===== config.mk =====
export PLATFORM = sky130hd
export DESIGN_NAME = allfl_front
export DESIGN_NICKNAME = d
export VERILOG_FILES = /design/src/allfl_pkg.sv /design/src/allfl_front.sv
export SDC_FILE = /design/constraint.sdc
export NUM_CORES = 1
export LEC_CHECK = 0
export ABC_AREA = 1
export BUFFER_PORTS_ARGS = -buffer_cell sky130_fd_sc_hd__buf_2
export CAP_MARGIN = 20
export CORE_MARGIN = 1.5
export CORE_UTILIZATION = 58
export CTS_BUF_LIST = sky130_fd_sc_hd__clkbuf_2
export CTS_CLUSTER_DIAMETER = 80
export DETAILED_ROUTE_END_ITERATION = 10
export HOLD_SLACK_MARGIN = 0.15
export PLACE_DENSITY = 0.87
export SYNTH_ARGS = -nofsm -noshare
export SYNTH_HDL_FRONTEND = slang
export SYNTH_SLANG_ARGS = --single-unit

===== constraint.sdc =====
create_clock -name clk_i -period 10.2 [get_ports clk_i]
set_input_delay 0.51 -clock clk_i [delete_from_list [all_inputs] [get_ports clk_i]]
set_output_delay 0.51 -clock clk_i [all_outputs]
set_load 0.1 [all_outputs]

===== src/allfl_pkg.sv =====
// ----------------------------------------------------------------------------
// allfl_pkg
// Shared types and constants for the array-based linked list with free list.
// ----------------------------------------------------------------------------
package allfl_pkg;

  // Store geometry
  localparam int unsigned DEPTH  = 64;
  localparam int unsigned IDX_W  = (DEPTH > 1) ? $clog2(DEPTH) : 1;
  localparam int unsigned LINK_W = 7;
  localparam logic [LINK_W-1:0] NIL = 7'd127;
  localparam logic [LINK_W-1:0] DEPTH_LINK = LINK_W'(DEPTH);
  localparam logic [IDX_W:0]    DEPTH_CNT  = (IDX_W+1)'(DEPTH);

  // Input mode codes
  localparam logic [2:0] MODE_INS  = 3'd0;
  localparam logic [2:0] MODE_APP  = 3'd1;
  localparam logic [2:0] MODE_DEL  = 3'd2;
  localparam logic [2:0] MODE_LIST = 3'd3;
  localparam logic [2:0] MODE_CLR  = 3'd4;

  // Result status codes
  localparam logic [1:0] ST_DONE  = 2'd0;
  localparam logic [1:0] ST_FULL  = 2'd1;
  localparam logic [1:0] ST_EMPTY = 2'd2;
  localparam logic [1:0] ST_NODE  = 2'd3;

  // Decoded operation
  typedef enum logic [2:0] {
    OP_INS,
    OP_APP,
    OP_DEL,
    OP_LIST,
    OP_CLR,
    OP_NOP
  } op_e;

  // One queued command
  typedef struct packed {
    op_e         op;
    logic [31:0] number;
    logic [63:0] name_low;
    logic [7:0]  name_high;
  } cmd_t;

endpackage


===== src/allfl_front.sv =====
// ----------------------------------------------------------------------------
// allfl_front
// Accepts input items, decodes the mode and holds them in a two-entry queue.
// ----------------------------------------------------------------------------
module allfl_front import allfl_pkg::*; (
  input  logic        clk_i,
  input  logic        rst_ni,
  input  logic        in_valid_i,
  output logic        in_ready_o,
  input  logic [2:0]  mode_i,
  input  logic [31:0] number_i,
  input  logic [63:0] name_low_i,
  input  logic [7:0]  name_high_i,
  output logic        q_valid_o,
  output cmd_t        q_cmd_o,
  input  logic        q_pop_i
);

  cmd_t       fifo_q [2];
  logic       wr_ptr_q, wr_ptr_d;
  logic       rd_ptr_q, rd_ptr_d;
  logic [1:0] cnt_q, cnt_d;
  logic       push, pop;
  cmd_t       cmd_in;

  // Mode decode
  always_comb begin
    cmd_in.number    = number_i;
    cmd_in.name_low  = name_low_i;
    cmd_in.name_high = name_high_i;
    case (mode_i)
      MODE_INS:  cmd_in.op = OP_INS;
      MODE_APP:  cmd_in.op = OP_APP;
      MODE_DEL:  cmd_in.op = OP_DEL;
      MODE_LIST: cmd_in.op = OP_LIST;
      MODE_CLR:  cmd_in.op = OP_CLR;
      default:   cmd_in.op = OP_NOP;
    endcase
  end

  assign in_ready_o = (cnt_q != 2'd2);
  assign q_valid_o  = (cnt_q != 2'd0);
  assign q_cmd_o    = fifo_q[rd_ptr_q];
  assign push       = in_valid_i && in_ready_o;
  assign pop        = q_pop_i && q_valid_o;

  // Pointer and count update
  always_comb begin
    wr_ptr_d = push ? ~wr_ptr_q : wr_ptr_q;
    rd_ptr_d = pop ? ~rd_ptr_q : rd_ptr_q;
    cnt_d    = cnt_q + 2'(push) - 2'(pop);
  end

  always_ff @(posedge clk_i or negedge rst_ni) begin
    if (!rst_ni) begin
      wr_ptr_q <= 1'b0;
      rd_ptr_q <= 1'b0;
      cnt_q    <= 2'd0;
    end else begin
      wr_ptr_q <= wr_ptr_d;
      rd_ptr_q <= rd_ptr_d;
      cnt_q    <= cnt_d;
    end
  end

  // Queue storage
  always_ff @(posedge clk_i) begin
    if (push) begin
      fifo_q[wr_ptr_q] <= cmd_in;
    end
  end

endmodule


# Word-level counts from Yosys, hierarchy flattened
# Memory sizes are Yosys's and may differ from the RTL's.
# Cells that the tools add are included.
[totals]
ff_bits = 4
ram_bits = 214
inputBits = 111
elab_cells = 20
memories = 1
[mem_list]
columns = ["memory", "words", "width", "rd", "rd_clocked_by_memory_dff", "wr", "line", "rtl"]
rows = [
  ["fifo_q", 2, 107, 1, 0, 1, "allfl_front.sv:19", "cmd_t fifo_q [2];"],
]
[op_classes]
addsub = 2
n_eq_ne = 5
n_mux = 3
n_bitwise = 2
reduce_logical = 4
[ops]
columns = ["op", "n"]
rows = [
  ["$pmux W3 S5", 1],
  ["$eq A3 B2 Y1 const B", 2],
  ["$eq A3 B1 Y1 const B", 1],
  ["$eq A3 B3 Y1 const B", 1],
  ["$logic_not A3 Y1", 1],
  ["$add A2 B1 Y2", 1],
  ["$logic_and A1 B1 Y1", 2],
  ["$mux W1", 2],
  ["$ne A2 B2 Y1 const B", 1],
  ["$not A1 Y1", 2],
  ["$reduce_bool A2 Y1", 1],
  ["$sub A2 B1 Y2", 1],
]

# Depth between registers and ports, before layout
# Gate-level depths: netlist (run 1).
[depth]
ltp_word = 4
mapped_depth = 12
ltp_nobuf = 12

# Worst setup path before layout (run 1)
# No wires, ideal clock.
[synth_timing]
path_kind = "reg2reg"
from = "reg cnt_q[1]"
to = "mem fifo_q[1][0] (netlist bit) (enable)"
t_arrival_ps = 5879
required_time_ps = 9624
slack_ps = 3745
path_stages_with_launch = 4
path_buffers = 0
period_less_slack_ps = 6455
cell_sequence = "dfrtp_1 nand2_1 nand2_1 nor2_1"
[synth_via]
elab_chain_cells = 4
[synth_lines]
columns = ["element", "line", "rtl"]
rows = [
  ["start, declared", "allfl_front.sv:22", "logic [1:0] cnt_q, cnt_d;"],
  ["start signal, assigned", "allfl_front.sv:62", "cnt_q <= cnt_d;"],
  ["$ne A2 B2 Y1", "allfl_front.sv:41", "assign in_ready_o = (cnt_q != 2'd2);"],
  ["via in_ready_o", "allfl_front.sv:9", "output logic in_ready_o,"],
  ["$logic_and A1 B1 Y1", "allfl_front.sv:44", "assign push = in_valid_i && in_ready_o;"],
  ["$mux W1", "allfl_front.sv:68", "if (push) begin"],
  ["$mux W1 (not written as such)", "allfl_front.sv:69", "fifo_q[wr_ptr_q] <= cmd_in;"],
  ["end, declared", "allfl_front.sv:19", ""],
]
# The timed path passes the listed nets, and every way through them passes these cells.

==> results.cfg, run 1 <==
[min_path]
hold_path.class = input port to flip-flop
hp-start = number_i[26]
hold_end = fifo_q[0][98]
hold_depth = 2

[routing]
vias_per_cell = 5.070
dr.pass1.iters = 5
drtIter0Drc = 454
post_drt_wl_per_cell_um = 17.06
drc = 0
ant_nets = 0
drt_wl_total_mm = 20.01
dr_total_vias = 5947

[logic_synthesis]
yosysWarnings = 0
async_flop_share_pct = 1.835
syn_nets = 706
netlist-cell-type-count = 16
syn_avg_cell_area_sq_um = 13.51
synthTopCellsByCount = nand2_1, edfxtp_1, buf_2, inv_1, nor2_1
synth_edf_count = 214
synthesis.area_sq_um = 8024
ys_ff_latch = 218
yosys.area.top_type_share_pct = 80.09
synth_ff_type = edfxtp_1
synth_area_leaders = edfxtp_1, nand2_1, dfrtp_1, buf_2, buf_6
synthCells = 594
yosysMostFrequentCell = nand2_1
yosysSeqAreaShare_pct = 81.33
synth_largest_area_cell = edfxtp_1

[sta]
rsz0062_at_grt = false
hold_violations = 0
tightest_slew_ns = 0.8201
slew_headroom_pct = 45.33
min_period_over_period_pct = 37.47
clock_skew_ns = 0.05242
slew_violations = 0
setup_viol = 0
fin_tns_setup_ns = 0
fmax_mhz = 261.6
period_minus_slack_ns = 3.822

[run_status]
status = completed

[worst_setup_path]
worst_path_largest_cell_delay_ns = 0.49
worstReg2RegEnd = fifo_q[1][66]
cp-end-kind = output pin
arrival_ns = 3.31
worstSetupPathType = flip-flop to output pin
crit_top_cell = nand2_1
critPathSlowestCell = dfrtp_4
start_kind = flip-flop
ff2ff_path_depth = 5
path_cells = buf_4, buf_16, inv_4, buf_12, nand2_1, nand2_1, buf_2
regToRegStartpoint = cnt_q[1]
required_ns = 9.69
path_max_fanout = 59
rrSetupSlack_ns = 7.33

[clocking]
path_clk_slew_ns = 0.14
htreeDepth = 2
cts_tree = done
root_buffer = clkbuf_2
cts_buffers = 50
clk-insertion-delay-late_ns = 0.75
cts_hold_buffers = 112
cts_setup_buffers = 0
cts-resized-gates = 0
clockBufferDepth = 3
cts_sinks = 218

[cells_and_area]
drive_gt1_share_pct = 30.59
antennaDiodeCount = 0
n_fill_cell = 703
multiInputGateArea_sq_um = 1325
register_area_sq_um = 6530
num-nets-final = 1072
syn2layout_area_growth_pct = 35.12

[die]
fp.dieW_um = 120.6
core-area_sq_um = 13350
rows = 42
start_util_pct = 60.11
die_height_um = 120.6
ios = 220
dieArea_sq_um = 14550

[global_route]
grt_max_degree = 109
met1_usage_pct = 30.83
top_usage_layer = met2
grt_use_met2_pct = 50.89
grt_pass1_vias = 6130
met3_usage_pct = 7.500
grt_pass1_wl_mm = 30.34
grtUsageTotal_pct = 28.02
antenna_found_initial = 0
overflow = 0

[placement]
numPortBuffers = 219
globalplace.congestion = 0.7610
dp_hpwl_mm = 9.848

[flow_run]
drv_cap = 0
worst max-delay path, delay by kind of cell, from the launching register on:
kind / cells / cell delay, ns
buffers and inverters: 5 / 1.81
AND/OR/NAND/NOR: 2 / 0.24
flip-flops: 1 / 0.49
sequential cells by signal, indices dropped and copies added, names as in the netlist:
name / count
fifo_q: 214
rd_ptr_q: 1
wr_ptr_q: 1
cnt_q: 2
layout by cell type (no fill, tap or decap), drive strengths merged, types with 2 or more instances in the layout:
| master | n |
|---|---|
| buf | 226 |
| nor2 | 6 |
| clkbuf | 74 |
| edfxtp | 214 |
| nand2 | 330 |
| inv | 9 |
| dfrtp | 4 |
| nand3 | 2 |
| clkinv | 15 |
| dlygate4sd3 | 112 |
cell type report:
class,instances,share of cell area [%]
well taps,176,2.031
flip-flops and latches,218,60.23
clock inverters,15,0.5309
repair buffers,338,21.23
multi-input cells,343,12.22
inverters,9,0.3347
clock buffers,74,3.416
metrics by stage:
stage	util (%)	cell area [sq um]	std cells	hold slack [ns]	setup slack (ns)
after floorplan	-	8024	594	0.2144	3.745
after global placement	69.26	9245	970	0.3215	7.091
after detailed placement	69.26	9245	970	0.3253	7.014
after CTS	80.87	10790	1171	0.3915	6.144
after global routing	81.22	10840	1173	0.4022	6.198
final	81.22	10840	1173	0.4702	6.378
worst max path at each step:
| stage | from | to | slack [ns] | cells past startpoint |
|---|---|---|---|---|
| final | rd_ptr_q | q_cmd_o[97] | 6.38 | 7 |
| after global routing | rd_ptr_q | q_cmd_o[104] | 6.20 | 7 |
| after CTS | rd_ptr_q | q_cmd_o[78] | 6.14 | 5 |
| after detailed placement | rd_ptr_q | q_cmd_o[78] | 7.01 | 5 |
| after global placement | rd_ptr_q | q_cmd_o[103] | 7.09 | 5 |
| after floorplan | cnt_q[1] | fifo_q[1][0] | 3.75 | 3 |
routing by layer:
metal  vias up  routed length (um)
met4         0                 599
met5         -                   0
met2       349               10740
met3        51                1780
li1       2767                   -
met1      2780                6887
logic make-up after synthesis:
kind of cell,count (synthesis),synth area share [%]
AND/OR/NAND/NOR,338,15.84
flip-flops,218,81.33
buffers and inverters,33,2.339
AO/OA/AOI/OAI,3,0.2182
XOR/XNOR,1,0.1092
adder cells (fa/ha/maj),1,0.1559
Power of run 1 is not shown: default switching activity piles up to over one toggle a cycle in this logic, so the estimate is an artifact.
==> run 2: changes to the inputs <==
Settings changed: CORE_UTILIZATION 58 to 49, PLACE_DENSITY 0.87 to 0.78.
Clock period 10.2 ns to 3.4 ns, I/O delays scaled along.
==> results.cfg, run 2 (synthesis results as in run 1) <==
[run_status]
status = completed

[die]
start_util_pct = 50.33
die_height_um = 131.0
fp.dieW_um = 131.0
ios = 220
core-area_sq_um = 15940
rows = 46
dieArea_sq_um = 17150

[flow_run]
drv_cap = 0

[sta]
min_period_over_period_pct = 88.08
fmax_mhz = 333.9
slew_headroom_pct = 53.77
slew_violations = 0
tightest_slew_ns = 0.6935
period_minus_slack_ns = 2.995
hold_violations = 0
fin_tns_setup_ns = 0
setup_viol = 0
layout_setup_ws_ns = 0.4052
rsz0062_at_grt = false
clock_skew_ns = 0.02901

[cells_and_area]
mostFrequentLayoutCell = nand2_1
drive_gt1_share_pct = 27.68
reg_top3 = fifo_q: 214 flops, cnt_q: 2 flops
largest-register = fifo_q
syn2layout_area_growth_pct = 49.45
stdcell_count = 1319
largest_reg_flops = 214
final_cell_mix = nand2_1, dlygate4sd3_1, buf_2
num-nets-final = 1178

[worst_setup_path]
critPathSlowestCell = dfrtp_4
path_max_fanout = 65
cp-end-kind = output pin
rrSetupSlack_ns = 1.40
ff2ff_path_depth = 4
crit_top_cell = nand2_1
regToRegStartpoint = cnt_q[1]
worstReg2RegEnd = fifo_q[1][56]
arrival_ns = 2.82
required_ns = 3.23
worst_path_largest_cell_delay_ns = 0.52
worstSetupPathType = flip-flop to output pin
start_kind = flip-flop
path_cells = inv_4, buf_12, nand2_1, nand2_1, buf_2

[global_route]
antenna_found_initial = 1
grt_pass1_vias = 6504
overflow = 0
grt_max_degree = 109
grt_pass1_wl_mm = 32.18
grtUsageTotal_pct = 25.10

[placement]
globalplace.congestion = 0.7605
dp_hpwl_mm = 9.224
post-place-ws_ns = 1.287
numPortBuffers = 219
dp_cells = 1009

[routing]
ant_nets = 0
drc = 0
drtIter0Drc = 540
drt_wl_total_mm = 21.46
post_drt_wl_per_cell_um = 16.27
vias_per_cell = 4.810
dr_total_vias = 6344
dr.pass1.iters = 5

[min_path]
hold_depth = 3
hold_path.class = input port to flip-flop
hp-start = mode_i[2]
hold_end = fifo_q[1][105]

[clocking]
cts-resized-gates = 0
root_buffer = clkbuf_2
clk-insertion-delay-late_ns = 0.74
cts_setup_buffers = 0
cts_buffers = 52
path_clk_slew_ns = 0.14
clockBufferDepth = 3
cts_tree = done
cts_sinks = 218
htreeDepth = 2
## run 2: changes by cell type in the layout (fill, tap and decap cells not counted)
cell and change:
buf_16 -1, inv_2 +2, nand2_1 -1, clkinv_1 -1, bufinv_16 +1, clkbuf_2 -1
dlygate4sd3_1 +107, buf_12 +3, nand2_2 +1, diode_2 +1, buf_4 -5
## run 2: worst max path at each step
stage,from,endpoint,slack [ns],cells past startpoint
global route,rd_ptr_q,q_cmd_o[100],0.25,5
floorplan,cnt_q[1],fifo_q[1][0],0.19,3
detailed placement,rd_ptr_q,q_cmd_o[99],1.29,5
CTS,rd_ptr_q,q_cmd_o[100],0.38,5
global placement,rd_ptr_q,q_cmd_o[99],1.28,5
finish,rd_ptr_q,q_cmd_o[100],0.41,5
## run 2: stage by stage
stage                     instance area, sq um  util (%)  hold slack, ns
after floorplan                           8041         -         -0.1256
after global placement                    9340     58.59       -0.009100
after detailed placement                  9340     58.59       -0.009332
after CTS                                11990     75.20          0.1538
after global routing                     11990     75.22          0.2226
final                                    11990     75.22          0.3109
## run 2: worst max-delay path: cells and delay by family (launching register included)
kind / cells / cell delay, ns
buffers and inverters: 3 / 1.24
flip-flops: 1 / 0.52
AND/OR/NAND/NOR: 2 / 0.25
## run 2: cell type report
class | instances | area [sq um]
Clock buffer | 73 | 365.4
Sequential cell | 218 | 6530
Inverter | 9 | 36.28
Antenna cell | 1 | 2.502
Fill cell | 929 | 3951
Tap cell | 216 | 270.3
Multi-Input combinational cell | 343 | 1328
Clock inverter | 17 | 91.34
Timing Repair Buffer | 442 | 3368
## run 2: what timing repair did
item                                    4_1_cts  5_1_grt
endpoints found under the setup margin        0        0
hold buffers                                219        0
hold endpoints to repair                    222        0
## run 2: routing by layer
| metal | vias up | global-route usage (%) | share of wire, % |
|---|---|---|---|
| met5 | - | 0 | 0 |
| met3 | 65 | 7.166 | 8.4 |
| met1 | 2975 | 27.73 | 36 |
| met4 | 0 | 13.90 | 3.5 |
| met2 | 334 | 43.73 | 52 |
| li1 | 2970 | - | - |
Power of run 2 is left out for the same reason.
